<file path="src/rtl/core/bcs_pkg.sv">
`timescale 1ns / 1ps

package bcs_pkg;

  // Operation codes carried by a request.
  localparam logic OP_START = 1'b0;
  localparam logic OP_CHECK = 1'b1;

  // Reported phase codes.
  localparam logic [2:0] PHASE_PRECHARGE = 3'd0;
  localparam logic [2:0] PHASE_FAST      = 3'd1;
  localparam logic [2:0] PHASE_TRICKLE   = 3'd2;
  localparam logic [2:0] PHASE_FULL_HOLD = 3'd3;
  localparam logic [2:0] PHASE_HALTED    = 3'd4;

  // Shutdown cause codes.
  localparam logic [2:0] CAUSE_NONE     = 3'd0;
  localparam logic [2:0] CAUSE_COOLING  = 3'd1;
  localparam logic [2:0] CAUSE_FULL     = 3'd2;
  localparam logic [2:0] CAUSE_CHG_VOLT = 3'd3;
  localparam logic [2:0] CAUSE_CURRENT  = 3'd4;
  localparam logic [2:0] CAUSE_TIMEOUT  = 3'd5;

  // Configuration register indexes.
  localparam logic [2:0] REG_PRECHARGE_END = 3'd0;
  localparam logic [2:0] REG_FAST_END      = 3'd1;
  localparam logic [2:0] REG_FULL_VOLT     = 3'd2;
  localparam logic [2:0] REG_CHG_NOMINAL   = 3'd3;
  localparam logic [2:0] REG_CUR_LIMIT     = 3'd4;
  localparam logic [2:0] REG_HOT_TEMP      = 3'd5;
  localparam logic [2:0] REG_HOT_RELEASE   = 3'd6;
  localparam logic [2:0] REG_CHG_TIMEOUT   = 3'd7;

  localparam int CFG_INDEX_W = 3;
  localparam int CFG_DATA_W  = 32;

  // Configuration reset values.
  localparam logic [15:0] RST_PRECHARGE_END = 16'd3000;
  localparam logic [15:0] RST_FAST_END      = 16'd4150;
  localparam logic [15:0] RST_FULL_VOLT     = 16'd4200;
  localparam logic [15:0] RST_CHG_NOMINAL   = 16'd42000;
  localparam logic [15:0] RST_CUR_LIMIT     = 16'd5000;
  localparam logic [7:0]  RST_HOT_TEMP      = 8'd45;
  localparam logic [7:0]  RST_HOT_RELEASE   = 8'd40;
  localparam logic [31:0] RST_CHG_TIMEOUT   = 32'd14400000;

  // Fixed timing and filter constants.
  localparam logic [31:0] PRECHARGE_TIMEOUT_MS = 32'd60000;
  localparam logic [31:0] COOL_WAIT_MS         = 32'd600000;
  localparam logic [31:0] FULL_HOLD_MS         = 32'd600000;
  localparam logic [16:0] WINDOW_MV            = 17'd3000;
  localparam logic [3:0]  HEAT_LIMIT           = 4'd10;
  localparam logic [3:0]  VOLT_LIMIT           = 4'd10;
  localparam logic [2:0]  FAULT_LIMIT          = 3'd5;
  localparam logic [15:0] EVENTS_MAX           = 16'hffff;

  // The pulse period of 1000 ms is split as 8 * 125: the low three bits of the
  // timestamp pass through and the rest is reduced modulo 125 by a reciprocal.
  localparam logic [29:0] PULSE_RECIP   = 30'd549755813;  // floor(2^36 / 125)
  localparam int          RECIP_SHIFT   = 36;
  localparam logic [7:0]  PULSE_SUB     = 8'd125;
  localparam logic [9:0]  PULSE_ON_MS   = 10'd100;

  typedef struct packed {
    logic        operation;
    logic [31:0] now_ms;
    logic [15:0] cell_min_mv;
    logic [15:0] cell_max_mv;
    logic [15:0] charger_mv;
    logic [15:0] charger_ma;
    logic [7:0]  temperature;
  } in_item_t;

  typedef struct packed {
    logic        precharge_switch;
    logic        charge_switch;
    logic [2:0]  phase;
    logic        shutdown;
    logic [2:0]  shutdown_cause;
    logic [15:0] overheat_events;
  } out_item_t;

endpackage

</file>
<file path="src/rtl/core/battery_charge_supervisor.sv">
`timescale 1ns / 1ps

// Channel   Direction  Handshake             Payload
// in_       input      in_valid / in_stall   in_data   (bcs_pkg::in_item_t)
// out_      output     out_valid / out_stall out_data  (bcs_pkg::out_item_t)
// cfg_      input      cfg_we                cfg_index, cfg_data
//
// A request passes through the input stage, where the pulse timer reciprocal
// product is formed, and then through the result register.
// The supervisor state updates as a request moves into the result register,
// so a new request is accepted every cycle while the output is not stalled.
// Synchronous active-low reset restores register defaults and the halted state.
// A stalled result holds the pipeline; a request can still enter an empty stage.
module battery_charge_supervisor (
  input  logic                                 clk,
  input  logic                                 rst_n,
  input  logic                                 in_valid,
  output logic                                 in_stall,
  input  bcs_pkg::in_item_t                    in_data,
  output logic                                 out_valid,
  input  logic                                 out_stall,
  output bcs_pkg::out_item_t                   out_data,
  input  logic                                 cfg_we,
  input  logic [bcs_pkg::CFG_INDEX_W-1:0]      cfg_index,
  input  logic [bcs_pkg::CFG_DATA_W-1:0]       cfg_data
);
  import bcs_pkg::*;

  // Configuration registers.
  logic [15:0] pre_end_r, fast_end_r, full_volt_r, chg_nom_r, cur_limit_r;
  logic [7:0]  hot_temp_r, hot_rel_r;
  logic [31:0] chg_timeout_r;

  // Pipeline control and payload.
  logic        s_valid_r, out_valid_r;
  in_item_t    s_data_r;
  logic [22:0] q_r;
  out_item_t   out_data_r;
  logic        out_ld, s_ld, adv;
  logic [58:0] prod;

  // Supervisor state.
  logic        halted_r, halted_nxt;
  logic [31:0] start_time_r, start_time_nxt;
  logic        precharging_r, precharging_nxt;
  logic        fast_r, fast_nxt;
  logic [3:0]  vcount_r, vcount_nxt;
  logic        full_r, full_nxt;
  logic [31:0] full_time_r, full_time_nxt;
  logic [2:0]  vfc_r, vfc_nxt;
  logic [2:0]  afc_r, afc_nxt;
  logic [3:0]  heat_r, heat_nxt;
  logic        hot_r, hot_nxt;
  logic [31:0] hot_time_r, hot_time_nxt;
  logic [15:0] events_r, events_nxt;
  logic        pre_lvl_r, pre_lvl_nxt;
  logic        chg_lvl_r, chg_lvl_nxt;

  // Combinational helpers.
  logic [2:0]  cause;
  logic [2:0]  phase;
  logic [29:0] mul125, rem30;
  logic [7:0]  rem8;
  logic [6:0]  rem7;
  logic        pulse_on;
  logic [7:0]  thr;
  logic        hot_bad, volt_bad, amp_bad;
  logic [16:0] win_lo, win_hi;
  logic [3:0]  vinc;

  assign out_ld   = !out_valid_r || !out_stall;
  assign s_ld     = !s_valid_r || out_ld;
  assign adv      = s_valid_r && out_ld;
  assign in_stall = !s_ld;

  assign prod = {30'd0, in_data.now_ms[31:3]} * {29'd0, PULSE_RECIP};

  // Reduce now/8 modulo 125; the truncated reciprocal leaves the remainder
  // below 250, so one conditional subtract finishes it.
  assign mul125 = {q_r, 7'd0} - {5'd0, q_r, 2'd0} + {7'd0, q_r};
  assign rem30  = {1'b0, s_data_r.now_ms[31:3]} - mul125;
  assign rem8   = (rem30[7:0] >= PULSE_SUB) ? rem30[7:0] - PULSE_SUB : rem30[7:0];
  assign rem7   = rem8[6:0];
  assign pulse_on = {rem7, s_data_r.now_ms[2:0]} < PULSE_ON_MS;

  assign thr      = hot_r ? hot_rel_r : hot_temp_r;
  assign hot_bad  = $signed(s_data_r.temperature) > $signed(thr);
  assign win_lo   = ({1'b0, chg_nom_r} > WINDOW_MV) ? {1'b0, chg_nom_r} - WINDOW_MV : 17'd0;
  assign win_hi   = {1'b0, chg_nom_r} + WINDOW_MV;
  assign volt_bad = ({1'b0, s_data_r.charger_mv} < win_lo) ||
                    ({1'b0, s_data_r.charger_mv} > win_hi);
  assign amp_bad  = s_data_r.charger_ma > cur_limit_r;
  assign vinc     = vcount_r + 4'd1;

  always_comb begin
    halted_nxt      = halted_r;
    start_time_nxt  = start_time_r;
    precharging_nxt = precharging_r;
    fast_nxt        = fast_r;
    vcount_nxt      = vcount_r;
    full_nxt        = full_r;
    full_time_nxt   = full_time_r;
    vfc_nxt         = vfc_r;
    afc_nxt         = afc_r;
    heat_nxt        = heat_r;
    hot_nxt         = hot_r;
    hot_time_nxt    = hot_time_r;
    events_nxt      = events_r;
    pre_lvl_nxt     = pre_lvl_r;
    chg_lvl_nxt     = chg_lvl_r;
    cause           = CAUSE_NONE;

    if (s_data_r.operation == OP_START) begin
      halted_nxt      = 1'b0;
      start_time_nxt  = s_data_r.now_ms;
      precharging_nxt = 1'b1;
      fast_nxt        = 1'b1;
      vcount_nxt      = 4'd0;
      full_nxt        = 1'b0;
      full_time_nxt   = 32'd0;
      vfc_nxt         = 3'd0;
      afc_nxt         = 3'd0;
      heat_nxt        = 4'd0;
      hot_nxt         = 1'b0;
      hot_time_nxt    = 32'd0;
      pre_lvl_nxt     = 1'b0;
      chg_lvl_nxt     = 1'b1;
    end else if (!halted_r) begin
      // Over-temperature filter with hysteresis.
      if (hot_bad) begin
        if (heat_r < HEAT_LIMIT) heat_nxt = heat_r + 4'd1;
      end else if (heat_r != 4'd0) begin
        heat_nxt = heat_r - 4'd1;
      end
      if (heat_nxt == HEAT_LIMIT && !hot_r) begin
        if (events_r != EVENTS_MAX) events_nxt = events_r + 16'd1;
        hot_time_nxt = s_data_r.now_ms;
        hot_nxt      = 1'b1;
        chg_lvl_nxt  = 1'b0;
      end else if (heat_nxt == HEAT_LIMIT) begin
        if (s_data_r.now_ms - hot_time_r > COOL_WAIT_MS) cause = CAUSE_COOLING;
      end else if (heat_nxt == 4'd0) begin
        chg_lvl_nxt = 1'b1;
        hot_nxt     = 1'b0;
      end

      if (cause == CAUSE_NONE) begin
        if (precharging_r && (s_data_r.cell_min_mv > pre_end_r ||
            s_data_r.now_ms - start_time_r > PRECHARGE_TIMEOUT_MS)) begin
          precharging_nxt = 1'b0;
          pre_lvl_nxt     = 1'b1;
        end

        if (fast_r) begin
          if (s_data_r.cell_max_mv > fast_end_r) begin
            vcount_nxt = vinc;
            if (vinc > VOLT_LIMIT) begin
              vcount_nxt = 4'd0;
              fast_nxt   = 1'b0;
            end
          end else if (vcount_r != 4'd0) begin
            vcount_nxt = vcount_r - 4'd1;
          end
        end else if (!full_r) begin
          chg_lvl_nxt = pulse_on;
          if (s_data_r.cell_max_mv > full_volt_r) begin
            vcount_nxt = vinc;
            if (vinc > VOLT_LIMIT) begin
              full_time_nxt = s_data_r.now_ms;
              chg_lvl_nxt   = 1'b0;
              full_nxt      = 1'b1;
            end
          end else if (vcount_r != 4'd0) begin
            vcount_nxt = vcount_r - 4'd1;
          end
        end else if (s_data_r.now_ms - full_time_r > FULL_HOLD_MS) begin
          cause = CAUSE_FULL;
        end
      end

      if (cause == CAUSE_NONE) begin
        if (volt_bad) begin
          if (vfc_r < FAULT_LIMIT) vfc_nxt = vfc_r + 3'd1;
        end else if (vfc_r != 3'd0) begin
          vfc_nxt = vfc_r - 3'd1;
        end
        if (vfc_nxt == FAULT_LIMIT) cause = CAUSE_CHG_VOLT;
      end

      if (cause == CAUSE_NONE) begin
        if (amp_bad) begin
          if (afc_r < FAULT_LIMIT) afc_nxt = afc_r + 3'd1;
        end else if (afc_r != 3'd0) begin
          afc_nxt = afc_r - 3'd1;
        end
        if (afc_nxt == FAULT_LIMIT) cause = CAUSE_CURRENT;
      end

      if (cause == CAUSE_NONE) begin
        if (s_data_r.now_ms - start_time_r > chg_timeout_r) cause = CAUSE_TIMEOUT;
      end

      if (cause != CAUSE_NONE) begin
        halted_nxt  = 1'b1;
        pre_lvl_nxt = 1'b0;
        chg_lvl_nxt = 1'b0;
      end
    end

    if (halted_nxt)           phase = PHASE_HALTED;
    else if (precharging_nxt) phase = PHASE_PRECHARGE;
    else if (fast_nxt)        phase = PHASE_FAST;
    else if (full_nxt)        phase = PHASE_FULL_HOLD;
    else                      phase = PHASE_TRICKLE;
  end

  always_ff @(posedge clk) begin
    if (!rst_n) begin
      pre_end_r     <= RST_PRECHARGE_END;
      fast_end_r    <= RST_FAST_END;
      full_volt_r   <= RST_FULL_VOLT;
      chg_nom_r     <= RST_CHG_NOMINAL;
      cur_limit_r   <= RST_CUR_LIMIT;
      hot_temp_r    <= RST_HOT_TEMP;
      hot_rel_r     <= RST_HOT_RELEASE;
      chg_timeout_r <= RST_CHG_TIMEOUT;
    end else if (cfg_we) begin
      case (cfg_index)
        REG_PRECHARGE_END: pre_end_r     <= cfg_data[15:0];
        REG_FAST_END:      fast_end_r    <= cfg_data[15:0];
        REG_FULL_VOLT:     full_volt_r   <= cfg_data[15:0];
        REG_CHG_NOMINAL:   chg_nom_r     <= cfg_data[15:0];
        REG_CUR_LIMIT:     cur_limit_r   <= cfg_data[15:0];
        REG_HOT_TEMP:      hot_temp_r    <= cfg_data[7:0];
        REG_HOT_RELEASE:   hot_rel_r     <= cfg_data[7:0];
        REG_CHG_TIMEOUT:   chg_timeout_r <= cfg_data[31:0];
        default: ;
      endcase
    end
  end

  always_ff @(posedge clk) begin
    if (!rst_n) begin
      s_valid_r   <= 1'b0;
      out_valid_r <= 1'b0;
    end else begin
      if (s_ld)   s_valid_r   <= in_valid;
      if (out_ld) out_valid_r <= s_valid_r;
    end
  end

  always_ff @(posedge clk) begin
    if (s_ld && in_valid) begin
      s_data_r <= in_data;
      q_r      <= prod[RECIP_SHIFT+22:RECIP_SHIFT];
    end
    if (adv) begin
      out_data_r.precharge_switch <= pre_lvl_nxt;
      out_data_r.charge_switch    <= chg_lvl_nxt;
      out_data_r.phase            <= phase;
      out_data_r.shutdown         <= (cause != CAUSE_NONE);
      out_data_r.shutdown_cause   <= cause;
      out_data_r.overheat_events  <= events_nxt;
    end
  end

  always_ff @(posedge clk) begin
    if (!rst_n) begin
      halted_r      <= 1'b1;
      start_time_r  <= 32'd0;
      precharging_r <= 1'b1;
      fast_r        <= 1'b1;
      vcount_r      <= 4'd0;
      full_r        <= 1'b0;
      full_time_r   <= 32'd0;
      vfc_r         <= 3'd0;
      afc_r         <= 3'd0;
      heat_r        <= 4'd0;
      hot_r         <= 1'b0;
      hot_time_r    <= 32'd0;
      events_r      <= 16'd0;
      pre_lvl_r     <= 1'b0;
      chg_lvl_r     <= 1'b0;
    end else if (adv) begin
      halted_r      <= halted_nxt;
      start_time_r  <= start_time_nxt;
      precharging_r <= precharging_nxt;
      fast_r        <= fast_nxt;
      vcount_r      <= vcount_nxt;
      full_r        <= full_nxt;
      full_time_r   <= full_time_nxt;
      vfc_r         <= vfc_nxt;
      afc_r         <= afc_nxt;
      heat_r        <= heat_nxt;
      hot_r         <= hot_nxt;
      hot_time_r    <= hot_time_nxt;
      events_r      <= events_nxt;
      pre_lvl_r     <= pre_lvl_nxt;
      chg_lvl_r     <= chg_lvl_nxt;
    end
  end

  assign out_valid = out_valid_r;
  assign out_data  = out_data_r;

`ifndef ASSERT_OFF
  a_halt_switches_off: assert property (@(posedge clk) disable iff (!rst_n)
    halted_r |-> (!pre_lvl_r && !chg_lvl_r))
    else $error("switch driven while halted");

  a_filters_bounded: assert property (@(posedge clk) disable iff (!rst_n)
    (heat_r <= HEAT_LIMIT) && (vfc_r <= FAULT_LIMIT) && (afc_r <= FAULT_LIMIT))
    else $error("filter count out of range");

  a_shutdown_halts: assert property (@(posedge clk) disable iff (!rst_n)
    (out_valid_r && out_data_r.shutdown) |-> (out_data_r.phase == PHASE_HALTED))
    else $error("shutdown reported without halted phase");

  a_cause_matches: assert property (@(posedge clk) disable iff (!rst_n)
    out_valid_r |-> (out_data_r.shutdown == (out_data_r.shutdown_cause != CAUSE_NONE)))
    else $error("shutdown flag and cause disagree");
`endif

endmodule

</file>
<file path="config.mk">
export PLATFORM = sky130hd
export DESIGN_NAME = battery_charge_supervisor
export DESIGN_NICKNAME = d
export VERILOG_FILES = /design/src/rtl/core/bcs_pkg.sv /design/src/rtl/core/battery_charge_supervisor.sv
export SDC_FILE = /design/constraint.sdc
export NUM_CORES = 2
export LEC_CHECK = 0
export ABC_CLOCK_PERIOD_IN_PS = 7400
export BUFFER_PORTS_ARGS = -buffer_cell sky130_fd_sc_hd__buf_2
export CELL_PAD_IN_SITES_DETAIL_PLACEMENT = 1
export CELL_PAD_IN_SITES_GLOBAL_PLACEMENT = 1
export CORE_ASPECT_RATIO = 0.5
export CORE_MARGIN = 2
export CORE_UTILIZATION = 45
export CTS_CLUSTER_DIAMETER = 150
export DETAILED_ROUTE_END_ITERATION = 8
export GPL_ROUTABILITY_DRIVEN = 0
export PLACE_DENSITY = 0.87
export SLEW_MARGIN = 5
export SYNTH_ARGS = -nofsm -noshare
export SYNTH_HDL_FRONTEND = slang
export SYNTH_SLANG_ARGS = --single-unit
export TNS_END_PERCENT = 5
</file>
<file path="constraint.sdc">
create_clock -name clk -period 7.4 [get_ports clk]
set_input_delay 1.48 -clock clk [delete_from_list [all_inputs] [get_ports clk]]
set_output_delay 1.48 -clock clk [all_outputs]
set_load 0.02 [all_outputs]
</file>
# Word-level counts from Yosys, hierarchy flattened
# Cells that the tools add are included.
dict set report word_totals {
  reg_bits 401
  latch_bits 0
  ramBits 0
  romBits 0
  out_inout_bits 27
  n_memories 0
}
dict set report op_classes {
  add_sub_neg 18
  multipliers 1
  div_mod_pow 0
  n_lt_le_gt_ge 18
  eq_ne 23
  shift 0
  muxes 119
  bitwise 1
  n_reduce_logical 43
}
# cell count
set op_table {}
lappend op_table {{two-way mux 32 bit} 10}
lappend op_table {{two-way mux 3 bit} 40}
lappend op_table {{subtractor 32 bit} 3}
lappend op_table {{greater-than comparator 16 bit} 4}
lappend op_table {{greater-than comparator 32 x 20 -> 1 bit (second input constant)} 2}
lappend op_table {{two-way mux 16 bit} 4}
lappend op_table {{two-way mux 4 bit} 16}
lappend op_table {{two-way mux 1 bit} 45}
lappend op_table {{multiplier 29 x 30 -> 44 bit (second input constant)} 1}
lappend op_table {{greater-than comparator 32 x 16 -> 1 bit (second input constant)} 1}
lappend op_table {{greater-than comparator 32 bit} 1}
lappend op_table {{AND reduction 2 bit} 10}
lappend op_table {{== test 3 bit (second input constant)} 6}
lappend op_table {{adder 16 x 12 -> 17 bit (second input constant)} 1}
lappend op_table {{greater-than comparator 16 x 17 -> 1 bit} 1}
lappend op_table {{less-than comparator 16 x 17 -> 1 bit} 1}
lappend op_table {{two-way mux 17 bit} 1}
lappend op_table {{subtractor 16 x 12 -> 17 bit (second input constant)} 1}
lappend op_table {{adder 16 x 1 -> 16 bit (second input constant)} 1}
lappend op_table {{greater-than comparator 16 x 12 -> 1 bit (second input constant)} 1}
lappend op_table {{inequality test 16 bit (second input constant)} 1}
lappend op_table {{subtractor 8 bit} 2}
lappend op_table {{logical NOT 3 bit} 5}
lappend op_table {{inequality test 2 x 1 -> 1 bit (second input constant)} 6}
lappend op_table {{34 further kinds} 59}

# Logic depth before layout (Yosys ltp)
dict set report logic_depth {
  ltp_word 43
  depth_mapped 27
}

# Worst setup path before layout
# No wires, ideal clock.
dict set report synth_timing {
  path_kind {input port to flip-flop}
  start {input in_data[92] in the netlist's numbering}
  end {register q_r[7], data pin}
  setup_ps 260
  arrival_time_ps 7155
  t_required_ps 7140
  path_slack_ps -15
  stages 23
  path_buffers 0
  path_cell_list {ha_1 > inv_1 > fa_1 > inv_1 > fa_1 > fa_1 > fa_1 > inv_1 > fa_1 > inv_1 > fa_1 > fa_1 > ha_1 > a21o_1 > a21o_1 > a21oi_1 > nor3_1 > a211oi_1 > o31ai_1 > nand4_1 > nand2_1 > a31oi_1 > xnor2_1}
}
dict set report synth_between {
  elab_chain_len 1
}
# element line_no
set synth_rtl {}
lappend synth_rtl {{start: declaration} battery_charge_supervisor.sv:19} ;# input bcs_pkg::in_item_t in_data,
lappend synth_rtl {{multiplier 29 x 30 -> 44 bit} battery_charge_supervisor.sv:76} ;# assign prod = {30'd0, in_data.now_ms[31:3]} * {29'd0, PULSE_RECIP};
lappend synth_rtl {{net prod[43]} battery_charge_supervisor.sv:40} ;# logic [58:0] prod;
lappend synth_rtl {{end signal: assignment} battery_charge_supervisor.sv:255} ;# q_r <= prod[RECIP_SHIFT+22:RECIP_SHIFT];
lappend synth_rtl {{end: declaration} battery_charge_supervisor.sv:37} ;# logic [22:0] q_r;
# The timed path passes the listed nets, and every way through them passes these cells.
# A chain may end at the register's enable or synchronous reset.

# Final worst setup path
dict set report layout_timing {
  start {input in_data[101] in the netlist's numbering}
  end {register q_r[4], data pin}
}
# The elaborated chain is that of the path after synthesis.

==> impl_results.md <==
* Die height at 204 um
* Area Overhead vs Synth at 12.6%
* Worst setup SP type: input port
* HP Class: reg -> reg
* Worst path slowest cell: fa_1
* Worst path max stage delay at 580 ps
* Die ar. at 0.0821 mm^2
* CORE AREA at 0.0792 mm^2
* Final hold viol count at 0
* IO Count at 172
* CTS root buf: clkbuf_16
* Prevailing post-synth register cell: dfxtp_1
* First-pass GRT wire length at 191 mm
* Synth area leader: ha_1
* Post-synth ARST share at 0
* Yosys warnings at 0
* RR Startpoint: s_data_r[72]$_DFFE_PP_
* FF+latch count, synth at 401
* Placed cell count at approximately 5200
* Initial antenna violation count at 14
* Worst EP arrival at 7700 ps
* Status: complete, no violations
* Die width at 403 um
* EDFF count, synth at 138
* DRC viols at 0
* Most used cell, CP: fa_1
* Largest net degree at the start of global routing at 93
* Seq/Total Area, Yosys at 0.262
* Clock tree sinks at between 400 and 500
* Final WS setup at 43.3 ps
* Syn_nets at around 4900
* Static Leak at 17.9 nW
* FF-to-FF End: out_data[20]$_SDFFCE_PP0P_
* H-tree levels at 2
* WS Path Type: in -> reg
* IO Port Bufs at 171
* Synth unique cells at around 90
* Rows at 73
* Design area at 0.0404 mm^2
* Pre-CTS setup slack at -967 ps
* TritonCTS Buffers at 41
* Final #Nets at slightly above 5000
* Total GRT Usage at 0.296
* Share of the synthesized area in the top cell type at 0.187
* Normalized max-slew margin at 0.181
* Clk_lat worst skew at 600 ps
* Worst vdd ir at 0.751 mV
* Fmax at 136 MHz
* Number of global-route vias before repair at 34362
* Critical path capture point type: flop
* Setup-failing EPs final at 0
* Post-DP HPWL at between 90 and 100 mm
* R2R Setup Slk at approximately 1600 ps
* Skew final at 26.6 ps
* Layout cells sized above 1 at 0.114
* Synth top area cells: ha_1, dfxtp_1, fa_1
* Top-count cell post-synth: inv_1
* Post-Syn Area at 0.0359 mm^2
* Final Cycle Share at 0.994
* CTS clk-pin slew, worst paths at 70 ps
* CP Cell Sequence: buf_2 > buf_4 > fa_1 > inv_1 > fa_1 > inv_1 > fa_1 > fa_1 > inv_1 > fa_1 > inv_1 > fa_1 > fa_1 > ha_1 > ha_1 > nand4_1 > nor3_2 > a211oi_2 > o31ai_4 > a21oi_1 > nor2b_1 > nor2_1 > xnor2_1
* Non-filler cells, final at 5319
* RSZ-0062 raised after global routing: true
* CTS tree: built
* Via count at 30894
* Final number of max-transition violations at 0
* Post-Synthesis Cells at about 4000
* Post-placement cell area at a little under 0.04 mm^2
* WL per Instance at 23.1 um
* Slew @ Worst Pin at 1220 ps
* WL final at 123 mm
* Post-DRT Antenna Nets at 0
* CP Max Fanout at 6
* Hold worst-path end: start_time_r[16]$_SDFFE_PN0P_
* Minimum clock period at roughly 7400 ps
* DR iter-0 viols at about 2100
* Via density at 5.81
* Initial Utilization at 0.453
* Critical path required time at 7750 ps
* HP Start: start_time_r[16]$_SDFFE_PN0P_
* Max Root-Sink Buffers at 3
* Aggregate global routing overflow at 0
* MaxCap Viol Count at 0
* Register-to-Register Path Depth at 20
* Pwr Density at 459 mW/mm^2
* Initial DRT Pass Iterations at 5
* Top post-synthesis cells by count: inv_1, ha_1, nand2_1
* Avg Cell Area, Syn at 9.03 um^2
* Hold Crit Depth at 2
==> final cells by class <==
type                       count  area [um^2]
fill                        9220        38800
multi-input combinational   2808        23800
sequential                   401         9410
inverter                     632         2380
timing repair buffer         339         2130
tap                         1050         1310
clock buffer                  50         1100
clock inverter                26          265
antenna                       13         32.5
==> critical path, delay by kind of cell <==
family	cells	cell delay, ps
adder cells (fa/ha/maj)	9	4410
AO/OA/AOI/OAI	3	690
buffers and inverters	6	550
AND/OR/NAND/NOR	4	500
XOR/XNOR	1	70
==> state kept, by name, summed over array words and instances (netlist names), 4 cells and up <==
register,flops
chg_nom_r,16
chg_timeout_r,32
cur_limit_r,16
events_r,16
fast_end_r,16
full_time_r,32
full_volt_r,16
heat_r,4
hot_rel_r,8
hot_temp_r,8
hot_time_r,32
out_data,25
pre_end_r,16
q_r,8
s_data_r,105
start_time_r,32
vcount_r,4
==> cells by family (layout without fill, tap and decap cells) <==
logic type      count (synthesis)  after routing  share of synthesized area
xor+xnor                      141            141                     0.0344
buf+inv                       764           1047                     0.0811
compound gates                792            792                      0.142
flops                         401            401                      0.262
fa+ha+maj                     796            796                      0.332
simple gates                 1010           1010                      0.128
other cells                     0             13                          0
mux                            69             69                     0.0207
==> per-stage QoR <==
step | util | hold slack [ps] | setup TNS (ps) | total power, mW
final | 0.510 | 454 | 0 | 18.5
after global routing | 0.510 | 471 | -315 | 19.7
after global placement | 0.490 | 441 | -2980 | 13.2
after detailed placement | 0.490 | 447 | -6680 | 14.8
after CTS | 0.508 | 456 | 0 | 17.6
after floorplan | - | 433 | 0 | 9.76
==> routing by layer <==
layer | GRT usage | routed length [um] | up-vias
li1 | - | - | 13975
met5 | 0 | 0 | -
met4 | 0.175 | 7930 | 0
met1 | 0.335 | 47600 | 15482
met3 | 0.0371 | 5860 | 444
met2 | 0.537 | 61300 | 993
==> how the worst max path moves through the flow <==
stage	cells after the start	from	slack (ps)	endpoint
floorplan	23	in_data[92]	20	q_r[6]$_DFFE_PP_
CTS	25	in_data[79]	10	q_r[6]$_DFFE_PP_
global placement	26	in_data[77]	-480	q_r[7]$_DFFE_PP_
detailed placement	24	in_data[79]	-970	q_r[6]$_DFFE_PP_
global route	25	in_data[93]	-80	q_r[6]$_DFFE_PP_
finish	23	in_data[101]	40	q_r[4]$_DFFE_PP_
==> cells in the final DEF (no fill, tap or decap), types with 49 or more instances in the layout <==
cell type  instances
inv_1            625
ha_1             530
nand2_1          522
a21oi_1          287
dfxtp_1          263
fa_1             253
buf_2            171
buf_4            167
nor2_1           166
edfxtp_1         138
xnor2_1           92
o21ai_0           91
a21o_1            69
o211ai_1          66
nand3_1           61
mux2i_1           54
xor2_1            49
==> timing repair <==
action                     CTS  global route
pin swaps                    3            35
setup buffers                1             1
setup endpoints to repair    7             8
hold buffers                 0             0
resized for setup           12            35
==> report_power, final <==
| group | switching, mW | internal [mW] | leakage (nW) |
|---|---|---|---|
| sequential | 0.0889 | 2.52 | 3.46 |
| combinational | 7.56 | 6.17 | 13.7 |
| clock | 0.989 | 1.21 | 0.673 |
| total | 8.64 | 9.91 | 17.9 |
Power figures use the tool's default switching activity.
